<file path="src/wfba_pkg.sv">
// ----------------------------------------------------------------------------
// wfba_pkg
// Shared types and constants for the worst-fit block allocator.
// ----------------------------------------------------------------------------
package wfba_pkg;

    // default configuration
    localparam int MAX_BLOCKS_DEF = 32;
    localparam int SIZE_BITS_DEF  = 16;

    // fixed port field widths
    localparam int AMOUNT_W = 16;
    localparam int POS_W    = 5;
    localparam int SUM_W    = 21;
    localparam int COUNT_W  = 6;

    // widths that cover every legal parameter value
    localparam int IDX_MAX_W  = 8;   // up to 256 blocks
    localparam int CNT_MAX_W  = 9;   // counts up to 256
    localparam int SIZE_MAX_W = 32;  // up to 32-bit sizes

    // item modes
    localparam logic MODE_APPEND = 1'b0;
    localparam logic MODE_ALLOC  = 1'b1;

    // input word
    typedef struct packed {
        logic                mode;
        logic [AMOUNT_W-1:0] amount;
        logic                used_flag;
    } t_in_word;

    // output word
    typedef struct packed {
        logic                granted;
        logic [POS_W-1:0]    position;
        logic [AMOUNT_W-1:0] chosen_size;
        logic [SUM_W-1:0]    free_total;
        logic [COUNT_W-1:0]  entry_count;
        logic                overflow;
    } t_out_word;

    // command broadcast to every table cell
    typedef struct packed {
        logic                  append;     // write the new block at index count
        logic                  alloc_hit;  // mark block best as used
        logic                  split;      // shrink best, insert remainder, shift up
        logic [IDX_MAX_W-1:0]  best;
        logic [CNT_MAX_W-1:0]  count;
        logic [SIZE_MAX_W-1:0] amount;
        logic [SIZE_MAX_W-1:0] rem;
        logic                  used_flag;
    } t_cell_cmd;

endpackage

</file>
<file path="src/wfba_cell.sv">
// ----------------------------------------------------------------------------
// wfba_cell
// One table entry: holds a block size and used mark, flags itself as a
// search candidate, and takes its lower neighbor's entry on an insert.
// ----------------------------------------------------------------------------
module wfba_cell #(
    parameter int SIZE_W = wfba_pkg::SIZE_BITS_DEF,
    parameter int POS    = 0
) (
    input  logic                i_clk,
    input  wfba_pkg::t_cell_cmd i_cmd,
    input  logic                i_cmd_en,
    input  logic [SIZE_W-1:0]   i_prev_size,
    input  logic                i_prev_used,
    output logic [SIZE_W-1:0]   o_size,
    output logic                o_used,
    output logic                o_cand
);

    localparam int PW = wfba_pkg::IDX_MAX_W + 1;

    logic [SIZE_W-1:0] r_size;
    logic              r_used;
    logic [SIZE_W-1:0] w_amount;
    logic [SIZE_W-1:0] w_rem;
    logic              w_in_table;
    logic [PW-1:0]     w_pos;
    logic [PW-1:0]     w_best;
    logic [PW-1:0]     w_best_p1;

    assign w_amount   = i_cmd.amount[SIZE_W-1:0];
    assign w_rem      = i_cmd.rem[SIZE_W-1:0];
    assign w_in_table = wfba_pkg::CNT_MAX_W'(POS) < i_cmd.count;
    assign w_pos      = PW'(POS);
    assign w_best     = PW'(i_cmd.best);
    assign w_best_p1  = w_best + PW'(1);

    // free entry large enough for the request
    assign o_cand = w_in_table && !r_used && (r_size >= w_amount);
    assign o_size = r_size;
    assign o_used = r_used;

    // entry update; contents are undefined until written
    always_ff @(posedge i_clk) begin
        if (i_cmd_en) begin
            if (i_cmd.append && (wfba_pkg::CNT_MAX_W'(POS) == i_cmd.count)) begin
                r_size <= w_amount;
                r_used <= i_cmd.used_flag;
            end else if (i_cmd.alloc_hit && (w_pos == w_best)) begin
                r_used <= 1'b1;
                if (i_cmd.split) begin
                    r_size <= w_amount;
                end
            end else if (i_cmd.split && (w_pos == w_best_p1)) begin
                r_size <= w_rem;
                r_used <= 1'b0;
            end else if (i_cmd.split && (w_pos > w_best_p1)) begin
                r_size <= i_prev_size;
                r_used <= i_prev_used;
            end
        end
    end

endmodule

</file>
<file path="src/wfba_max_tree.sv">
// ----------------------------------------------------------------------------
// wfba_max_tree
// Registered compare tree: finds the largest candidate size, lowest index
// winning ties. Every tree level is registered, from the leaves to the root.
// ----------------------------------------------------------------------------
module wfba_max_tree #(
    parameter int N      = wfba_pkg::MAX_BLOCKS_DEF,
    parameter int SIZE_W = wfba_pkg::SIZE_BITS_DEF,
    parameter int IDX_W  = $clog2(N)
) (
    input  logic              i_clk,
    input  logic              i_rst_n,
    input  logic              i_cand [N],
    input  logic [SIZE_W-1:0] i_size [N],
    output logic              o_found,
    output logic [IDX_W-1:0]  o_idx,
    output logic [SIZE_W-1:0] o_size
);

    localparam int P = 1 << IDX_W;

    // heap layout: node 1 is the root, leaves sit at P .. 2P-1
    logic              r_vld [1:P-1];
    logic [SIZE_W-1:0] r_sz  [1:P-1];
    logic [IDX_W-1:0]  r_idx [1:P-1];
    logic              w_vld [1:2*P-1];
    logic [SIZE_W-1:0] w_sz  [1:2*P-1];
    logic [IDX_W-1:0]  w_idx [1:2*P-1];

    // internal nodes come from registers
    for (genvar g = 1; g < P; g++) begin : g_node
        assign w_vld[g] = r_vld[g];
        assign w_sz[g]  = r_sz[g];
        assign w_idx[g] = r_idx[g];
    end

    // leaves come from the cells; padding leaves never win
    for (genvar j = 0; j < P; j++) begin : g_leaf
        if (j < N) begin : g_real
            assign w_vld[P+j] = i_cand[j];
            assign w_sz[P+j]  = i_size[j];
        end else begin : g_pad
            assign w_vld[P+j] = 1'b0;
            assign w_sz[P+j]  = '0;
        end
        assign w_idx[P+j] = IDX_W'(j);
    end

    // every node picks the better child; left (lower index) on a tie
    always_ff @(posedge i_clk) begin
        if (!i_rst_n) begin
            for (int i = 1; i < P; i++) begin
                r_vld[i] <= 1'b0;
            end
        end else begin
            for (int i = 1; i < P; i++) begin
                if (w_vld[2*i] && (!w_vld[2*i+1] || (w_sz[2*i] >= w_sz[2*i+1]))) begin
                    r_vld[i] <= w_vld[2*i];
                    r_sz[i]  <= w_sz[2*i];
                    r_idx[i] <= w_idx[2*i];
                end else begin
                    r_vld[i] <= w_vld[2*i+1];
                    r_sz[i]  <= w_sz[2*i+1];
                    r_idx[i] <= w_idx[2*i+1];
                end
            end
        end
    end

    assign o_found = r_vld[1];
    assign o_idx   = r_idx[1];
    assign o_size  = r_sz[1];

endmodule

</file>
<file path="src/worst_fit_block_allocator_core.sv">
// Worst-fit block allocator. The block table is a row of MAX_BLOCKS cells;
// an allocation word is searched by a registered compare tree over all
// cells, log2(MAX_BLOCKS) levels deep, and the commit then shrinks the
// chosen block and inserts the remainder by moving every later cell up
// one place from its neighbor, all in the same commit. One word is worked
// on at a time: an append goes from idle straight to the commit, while an
// allocation first waits in the search state for the tree to settle. A
// new word is taken while the previous result still waits at the output.
// The table needs no clearing after reset; only the fill count and free-space total are cleared.
// ----------------------------------------------------------------------------
// worst_fit_block_allocator_core
// Top level: sequencer, fill count, free-space total and output register.
// ----------------------------------------------------------------------------
module worst_fit_block_allocator_core #(
    parameter int MAX_BLOCKS = wfba_pkg::MAX_BLOCKS_DEF,
    parameter int SIZE_BITS  = wfba_pkg::SIZE_BITS_DEF
) (
    input  logic               i_clk,
    input  logic               i_rst_n,
    input  logic               i_in_valid,
    output logic               o_in_ready,
    input  wfba_pkg::t_in_word i_in_word,
    output logic               o_out_valid,
    input  logic               i_out_ready,
    output wfba_pkg::t_out_word o_out_word
);

    localparam int IDX_W = $clog2(MAX_BLOCKS);
    localparam int CNT_W = $clog2(MAX_BLOCKS + 1);
    localparam int DLY_W = $clog2(IDX_W + 1);
    localparam int SUM_W = wfba_pkg::SUM_W;

    localparam logic [1:0] ST_IDLE   = 2'd0;
    localparam logic [1:0] ST_SEARCH = 2'd1;
    localparam logic [1:0] ST_DONE   = 2'd2;

    logic [1:0]           r_state;
    logic [1:0]           n_state;
    logic [DLY_W-1:0]     r_dly;
    logic                 r_mode;
    logic [SIZE_BITS-1:0] r_amount;
    logic                 r_used_flag;
    logic [CNT_W-1:0]     r_count;
    logic [CNT_W-1:0]     n_count;
    logic [SUM_W-1:0]     r_free_sum;
    logic [SUM_W-1:0]     n_free_sum;
    logic                 r_out_valid;
    wfba_pkg::t_out_word  r_out_word;
    wfba_pkg::t_out_word  n_out_word;

    logic                 w_accept;
    logic                 w_commit;
    logic                 w_full;
    logic                 w_found;
    logic [IDX_W-1:0]     w_best;
    logic [SIZE_BITS-1:0] w_chosen;
    logic [SIZE_BITS-1:0] w_rem;
    logic                 w_split;
    logic                 w_ovf_split;
    wfba_pkg::t_cell_cmd  w_cmd;

    logic                 w_cand [MAX_BLOCKS];
    logic [SIZE_BITS-1:0] w_size [MAX_BLOCKS];
    logic                 w_used [MAX_BLOCKS];

    // handshakes
    assign w_accept    = i_in_valid && o_in_ready;
    assign o_in_ready  = (r_state == ST_IDLE);
    assign w_commit    = (r_state == ST_DONE) && (!r_out_valid || i_out_ready);
    assign o_out_valid = r_out_valid;
    assign o_out_word  = r_out_word;

    // search result and split decision
    assign w_full      = (r_count == CNT_W'(MAX_BLOCKS));
    assign w_rem       = w_chosen - r_amount;
    assign w_split     = w_found && (w_rem != '0) && !w_full;
    assign w_ovf_split = w_found && (w_rem != '0) && w_full;

    // command to the cells
    always_comb begin
        w_cmd           = '0;
        w_cmd.append    = (r_mode == wfba_pkg::MODE_APPEND) && !w_full;
        w_cmd.alloc_hit = (r_mode == wfba_pkg::MODE_ALLOC) && w_found;
        w_cmd.split     = (r_mode == wfba_pkg::MODE_ALLOC) && w_split;
        w_cmd.best      = wfba_pkg::IDX_MAX_W'(w_best);
        w_cmd.count     = wfba_pkg::CNT_MAX_W'(r_count);
        w_cmd.amount    = wfba_pkg::SIZE_MAX_W'(r_amount);
        w_cmd.rem       = wfba_pkg::SIZE_MAX_W'(w_rem);
        w_cmd.used_flag = r_used_flag;
    end

    // row of table cells, each fed by its lower neighbor
    for (genvar k = 0; k < MAX_BLOCKS; k++) begin : g_cell
        logic [SIZE_BITS-1:0] w_prev_size;
        logic                 w_prev_used;
        if (k == 0) begin : g_first
            assign w_prev_size = '0;
            assign w_prev_used = 1'b0;
        end else begin : g_rest
            assign w_prev_size = w_size[k-1];
            assign w_prev_used = w_used[k-1];
        end
        wfba_cell #(
            .SIZE_W (SIZE_BITS),
            .POS    (k)
        ) u_cell (
            .i_clk       (i_clk),
            .i_cmd       (w_cmd),
            .i_cmd_en    (w_commit),
            .i_prev_size (w_prev_size),
            .i_prev_used (w_prev_used),
            .o_size      (w_size[k]),
            .o_used      (w_used[k]),
            .o_cand      (w_cand[k])
        );
    end

    // largest-free-block search
    wfba_max_tree #(
        .N      (MAX_BLOCKS),
        .SIZE_W (SIZE_BITS),
        .IDX_W  (IDX_W)
    ) u_tree (
        .i_clk   (i_clk),
        .i_rst_n (i_rst_n),
        .i_cand  (w_cand),
        .i_size  (w_size),
        .o_found (w_found),
        .o_idx   (w_best),
        .o_size  (w_chosen)
    );

    // next count, free total and result word
    always_comb begin
        n_count    = r_count;
        n_free_sum = r_free_sum;
        n_out_word = '0;
        if (r_mode == wfba_pkg::MODE_APPEND) begin
            if (w_full) begin
                n_out_word.overflow = 1'b1;
            end else begin
                n_count                = r_count + CNT_W'(1);
                n_out_word.granted     = 1'b1;
                n_out_word.position    = wfba_pkg::POS_W'(r_count);
                n_out_word.chosen_size = wfba_pkg::AMOUNT_W'(r_amount);
                if (!r_used_flag) begin
                    n_free_sum = r_free_sum + SUM_W'(r_amount);
                end
            end
        end else if (w_found) begin
            n_out_word.granted     = 1'b1;
            n_out_word.position    = wfba_pkg::POS_W'(w_best);
            n_out_word.chosen_size = wfba_pkg::AMOUNT_W'(w_chosen);
            n_out_word.overflow    = w_ovf_split;
            if (w_split) begin
                n_count    = r_count + CNT_W'(1);
                n_free_sum = r_free_sum - SUM_W'(r_amount);
            end else begin
                n_free_sum = r_free_sum - SUM_W'(w_chosen);
            end
        end
        n_out_word.free_total  = n_free_sum;
        n_out_word.entry_count = wfba_pkg::COUNT_W'(n_count);
    end

    // sequencer
    always_comb begin
        n_state = r_state;
        unique case (r_state)
            ST_IDLE: begin
                if (w_accept) begin
                    n_state = (i_in_word.mode == wfba_pkg::MODE_ALLOC) ? ST_SEARCH : ST_DONE;
                end
            end
            ST_SEARCH: begin
                if (r_dly == DLY_W'(IDX_W - 1)) begin
                    n_state = ST_DONE;
                end
            end
            ST_DONE: begin
                if (w_commit) begin
                    n_state = ST_IDLE;
                end
            end
            default: n_state = ST_IDLE;
        endcase
    end

    // control registers
    always_ff @(posedge i_clk) begin
        if (!i_rst_n) begin
            r_state     <= ST_IDLE;
            r_dly       <= '0;
            r_count     <= '0;
            r_free_sum  <= '0;
            r_out_valid <= 1'b0;
        end else begin
            r_state <= n_state;
            if (r_state == ST_SEARCH) begin
                r_dly <= r_dly + DLY_W'(1);
            end else begin
                r_dly <= '0;
            end
            if (w_commit) begin
                r_count     <= n_count;
                r_free_sum  <= n_free_sum;
                r_out_valid <= 1'b1;
            end else if (i_out_ready) begin
                r_out_valid <= 1'b0;
            end
        end
    end

    // word and result payload
    always_ff @(posedge i_clk) begin
        if (w_accept) begin
            r_mode      <= i_in_word.mode;
            r_amount    <= SIZE_BITS'(i_in_word.amount);
            r_used_flag <= i_in_word.used_flag;
        end
        if (w_commit) begin
            r_out_word <= n_out_word;
        end
    end

    // table never holds more than its capacity
    a_count_max: assert property (@(posedge i_clk) disable iff (!i_rst_n)
        r_count <= CNT_W'(MAX_BLOCKS))
        else $error("block count above capacity");

    // a dropped append leaves the table size alone
    a_drop_keeps_count: assert property (@(posedge i_clk) disable iff (!i_rst_n)
        (w_commit && (r_mode == wfba_pkg::MODE_APPEND) && w_full) |=> $stable(r_count))
        else $error("dropped append changed block count");

    // overflow is only reported with a full table
    a_ovf_full: assert property (@(posedge i_clk) disable iff (!i_rst_n)
        (o_out_valid && o_out_word.overflow)
            |-> (o_out_word.entry_count == wfba_pkg::COUNT_W'(MAX_BLOCKS)))
        else $error("overflow without full table");

    // a refused word carries no position or size
    a_refused_zero: assert property (@(posedge i_clk) disable iff (!i_rst_n)
        (o_out_valid && !o_out_word.granted)
            |-> ((o_out_word.position == '0) && (o_out_word.chosen_size == '0)))
        else $error("refused word has nonzero position or size");

    // search result is only used after the tree has settled
    a_commit_state: assert property (@(posedge i_clk) disable iff (!i_rst_n)
        (r_state == ST_SEARCH) |-> !w_commit)
        else $error("commit during search");

endmodule

</file>
<file path="config.mk">
export PLATFORM = sky130hd
export DESIGN_NAME = worst_fit_block_allocator_core
export DESIGN_NICKNAME = d
export VERILOG_FILES = /design/src/wfba_pkg.sv /design/src/wfba_cell.sv /design/src/wfba_max_tree.sv /design/src/worst_fit_block_allocator_core.sv
export SDC_FILE = /design/constraint.sdc
export NUM_CORES = 2
export LEC_CHECK = 0
export BUFFER_PORTS_ARGS = -buffer_cell sky130_fd_sc_hd__clkbuf_2
export CAP_MARGIN = 20
export CORE_UTILIZATION = 40
export CTS_CLUSTER_DIAMETER = 150
export DETAILED_ROUTE_END_ITERATION = 10
export PLACE_DENSITY_LB_ADDON = 0.1
export SLEW_MARGIN = 20
export SYNTH_ARGS = -nofsm -noshare
export SYNTH_HDL_FRONTEND = slang
export SYNTH_HIERARCHICAL = 1
export SYNTH_SLANG_ARGS = --single-unit
</file>
<file path="constraint.sdc">
create_clock -name i_clk -period 20.8 [get_ports i_clk]
set_input_delay 2.08 -clock i_clk [delete_from_list [all_inputs] [get_ports i_clk]]
set_output_delay 2.08 -clock i_clk [all_outputs]
set_load 0.03 [all_outputs]
</file>
==> results.md <==
Flow run:
- Across the run, the number of max-cap violations was 0.

Critical path:
- The type of origin of the critical path is a flip-flop.
- The top fanout value on the critical path is 59.
- The critical path endpoint category is a flip-flop.
- The largest stage delay on the critical path is 830 ps.
- Data on the critical path arrives at its endpoint at 8230 ps.
- Traced cell by cell, the critical path runs through buf_12 > inv_1 > ha_1 > a21o_1 > o41ai_4 > o21bai_1 > a311oi_4 > buf_4 > or4_4 > o21ai_4 > buf_4 > nor2_4 > buf_4 > buf_4 > or4b_4 > nor3_4 > mux2_1 > mux2_1.
- The start-to-end type of the worst setup path is flip-flop to flip-flop.
- The slowest stage of the critical path is the sky130_fd_sc_hd__nor3_4 cell.
- The depth of the worst register-to-register path is 18.
- Counting stages on the worst path, the most repeated cell is sky130_fd_sc_hd__buf_4.
- The required time of the critical path is 21,390 ps.

Logic synthesis:
- The count of yosys warnings during synthesis is 6.
- The total of flip-flops plus latches after synthesis is 1,229.
- After synthesis, the largest area contributor takes up 38.4% of total cell area.
- By count the netlist is led by 1,234 x sky130_fd_sc_hd__inv_1, 1,196 x sky130_fd_sc_hd__edfxtp_1, 1,128 x sky130_fd_sc_hd__ha_1, 878 x sky130_fd_sc_hd__nand2_1, 646 x sky130_fd_sc_hd__o21ai_0.
- Yosys mapped the design onto 155 distinct sky130hd cell types.
- For this run, the leading register cell type out of synthesis is sky130_fd_sc_hd__edfxtp_1.
- The sequential area share after synthesis is 39.1%.
- The share of synthesized flip-flops with an asynchronous set or reset is 0%.
- The average cell area after synthesis is 9.90 sq um.
- After synthesis, the cell types taking the most area are sky130_fd_sc_hd__edfxtp_1 38%, sky130_fd_sc_hd__ha_1 15%, sky130_fd_sc_hd__inv_1 5.0%, sky130_fd_sc_hd__mux2i_1 4.9%, sky130_fd_sc_hd__nand2_1 3.5%.
- The count of flip-flops with a built-in enable after synthesis is 1,196.
- The cell taking the most area after synthesis is sky130_fd_sc_hd__edfxtp_1.
- Summing every instance area after synthesis gives 93,400 sq um.
- The post-synthesis instance total is 9,435.
- The most frequently used cell type in the post-synthesis netlist is sky130_fd_sc_hd__inv_1.

Timing:
- The highest attainable clock frequency is 0.131 GHz.
- The final-layout setup total negative slack is 0 ps.
- The headroom to the max-slew limit is 4.31%.
- Between clock sinks in the finished design, the worst skew comes to 45.2 ps.
- The number of failing setup endpoints in the final timing report is 0.
- The final critical delay including setup and external delays is 7640 ps.
- The number of max-slew violations in the final report came to 0.
- The final number of hold-violating endpoints is 0.
- Setup repair after global routing left no endpoint under its margin.
- The share of the clock period used by the worst path is 36.7%.
- At the pin with the least slew margin, the transition time is 1420 ps.

Global route:
- For this run the aggregate overflow at the end of global routing stands at 0.
- The combined global-route utilization of all metal layers is 27.6%.
- The via count of the first global-routing pass is 71,100.
- The initial antenna violation count came to 19.
- The pin count of the biggest net entering global routing is 125.
- The global-route wire length before repair is 482,000 um.

Clocking:
- The CTS H-tree depth is 4.
- The number of hold buffers added after CTS was 0.
- TritonCTS built the clock tree.
- The clock-pin transition on the worst setup and hold timing paths is 70 ps.
- The number of clock buffers added by TritonCTS is 158.
- In this run the clock root is driven by a sky130_fd_sc_hd__clkbuf_16.
- The maximum clock path buffer count is 3.
- The quantity of gates resized following cts is 0.
- The number of clock sinks is 1,229.
- The clock reaches the later pin of the worst-skew pair after 860 ps.
- In this run the post-CTS setup repair buffer count came out at 0.

Die:
- The die width is 485 um.
- The number of placement rows is 177.
- Once the floorplan was initialized, standard cells occupied 40.2% of the core.
- The total die area is 236,000 sq um.
- The floorplan die height is 485 um.
- During I/O placement, the number of pins put on the boundary was 74.
- The placeable core region is 232,000 sq um.

Cells and area:
- The count of nets after finishing is 10,993.
- The layout filler cell count is 21,986.
- Once layout is complete, the utilization of the core stands at 44.5%.
- The post-route standard cell area excluding fillers is 103,000 sq um.
- The final standard cell count with taps included and fillers excluded is 13,018.
- Compared with the post-synthesis result, the final layout area differs by 10.7%.
- Cells with a size suffix above 1 make up 10.3% of the layout.

Drt:
- The average via count per standard cell is 5.70.
- The violation count after the first detailed-route iteration is 6,925.
- The wire length per cell after detailed routing is 25.5 um.
- Across all layers, the routed design uses 74,175 vias.
- The detail route stage leaves a number of antenna-violating nets equal to 0.
- The iteration count of the initial detailed-routing pass is 6.
- The final routed DRC violation total is 0.
- The wire length after detailed routing is 332,000 um.

Placement:
- In this run the tool buffered the top-level ports with 73 buffer cells.
- The post-placement cell area is 98,100 sq um.
- The number of cells in the design after placement is 12,721.
- At the end of routability-driven placement, the weighted congestion stood at 0.894.
- Detailed placement ended at an HPWL of 228,000 um.

Power:
- For this design the ratio of total power to cell area is 68.8 nW/um^2.
- The maximum VDD drop is 99.8 uV.
- The static power due to leakage is 45.3 nW.

Status:
- The flow ran to the end, and the final reports show no timing, DRC or antenna violations.

Hold path:
- The worst min-delay path category is flip-flop to flip-flop.
- Counting instances, the worst hold path has a depth of 1.
power breakdown:
group / total (mW) / internal [mW] / switching, mW / leakage, nW
Combinational: 1.37 / 0.368 / 0.998 / 31.1
Clock: 2.85 / 1.67 / 1.18 / 2.55
Sequential: 2.90 / 2.82 / 0.0752 / 11.6
final timing paths:
kind / start / endpoint / slack, ps
max: r_amount[6] / g_cell[23].u_cell/o_size[0] / 13160
min: r_dly[0] / r_dly[0] / 470
max reg2reg: r_amount[6] / g_cell[23].u_cell/o_size[0] / 13160
min reg2reg: r_dly[0] / r_dly[0] / 470
critical path, delay by kind of cell (launching register included):
kind / cells / cell delay (ps)
AOI/OAI and AO/OA: 5 / 1320
DFF: 1 / 380
and+or+nand+nor: 4 / 1830
buffers and inverters: 6 / 2620
adders and majority gates: 1 / 460
muxes: 2 / 680
layer usage:
| layer | GRT usage [%] | wire (um) | vias to the layer above |
|---|---|---|---|
| met3 | 3.75 | 19300 | 601 |
| met5 | 0 | 0 | - |
| met2 | 44.2 | 150000 | 2395 |
| met4 | 13.1 | 17000 | 0 |
| met1 | 36.8 | 145000 | 36210 |
| li1 | - | - | 34969 |
cells by family (layout without fill, tap and decap cells):
kind of cell             Yosys count  count (layout)  synth area share [%]
other                              2             384               0.00804
multiplexers                     662             662                  7.56
adder cells (fa/ha/maj)         1132            1132                  15.2
AO/OA/AOI/OAI                   2303            2303                  16.4
buffers and inverters           1621            1779                  7.90
AND/OR/NAND/NOR                 2419            2419                  13.1
flip-flops                      1229            1229                  39.1
XOR/XNOR                          67              67                 0.628
cell usage in the layout, fill, tap and decap left out, types with 75 or more instances in the layout:
cell,netlist,layout
sky130_fd_sc_hd__nand4_1,145,145
sky130_fd_sc_hd__conb_1,2,378
sky130_fd_sc_hd__nand3_1,189,189
sky130_fd_sc_hd__ha_1,1128,1128
sky130_fd_sc_hd__clkbuf_16,0,161
sky130_fd_sc_hd__inv_1,1234,1228
sky130_fd_sc_hd__o21ai_0,646,645
sky130_fd_sc_hd__nor2_1,529,521
sky130_fd_sc_hd__buf_4,50,163
sky130_fd_sc_hd__mux2_2,142,142
sky130_fd_sc_hd__nand2b_1,75,75
sky130_fd_sc_hd__a211oi_1,101,101
sky130_fd_sc_hd__a31oi_1,133,131
sky130_fd_sc_hd__a21oi_1,567,566
sky130_fd_sc_hd__mux2i_1,460,460
sky130_fd_sc_hd__edfxtp_1,1196,1196
sky130_fd_sc_hd__a21o_1,79,79
sky130_fd_sc_hd__nor3_1,83,83
sky130_fd_sc_hd__nand2_1,878,878
metrics by stage:
step	setup slack [ps]	hold slack (ps)	power [mW]
2_1_floorplan	11050	417	3.68
3_3_place_gp	13210	431	4.26
3_5_place_dp	13170	468	4.29
4_1_cts	13120	469	7.16
5_1_grt	12880	481	7.36
6_report	13160	470	7.11
sequential cells by signal, summed over array words and instances (netlist names):
register	cells
r_state	2
u_tree/r_sz	496
u_tree/r_idx	57
o_out_word	50
o_out_valid	1
u_tree/r_vld	31
g_cell.u_cell/o_size	512
r_used_flag	1
g_cell.u_cell/o_used	32
r_free_sum	21
r_amount	16
r_dly	3
r_mode	1
r_count	6
area by class of cell:
cell class	count	area (sq um)	share of cell area [%]
Sequential cell	1229	36600	35.4
Inverter	1238	4660	4.51
Clock inverter	95	1060	1.03
Clock buffer	194	4190	4.05
Antenna cell	6	15.0	0.0145
Multi-Input combinational cell	6961	51200	49.5
Timing Repair Buffer	252	1870	1.81
Tap cell	3043	3810	3.68
No activity file was read; power rests on OpenSTA's default activity.
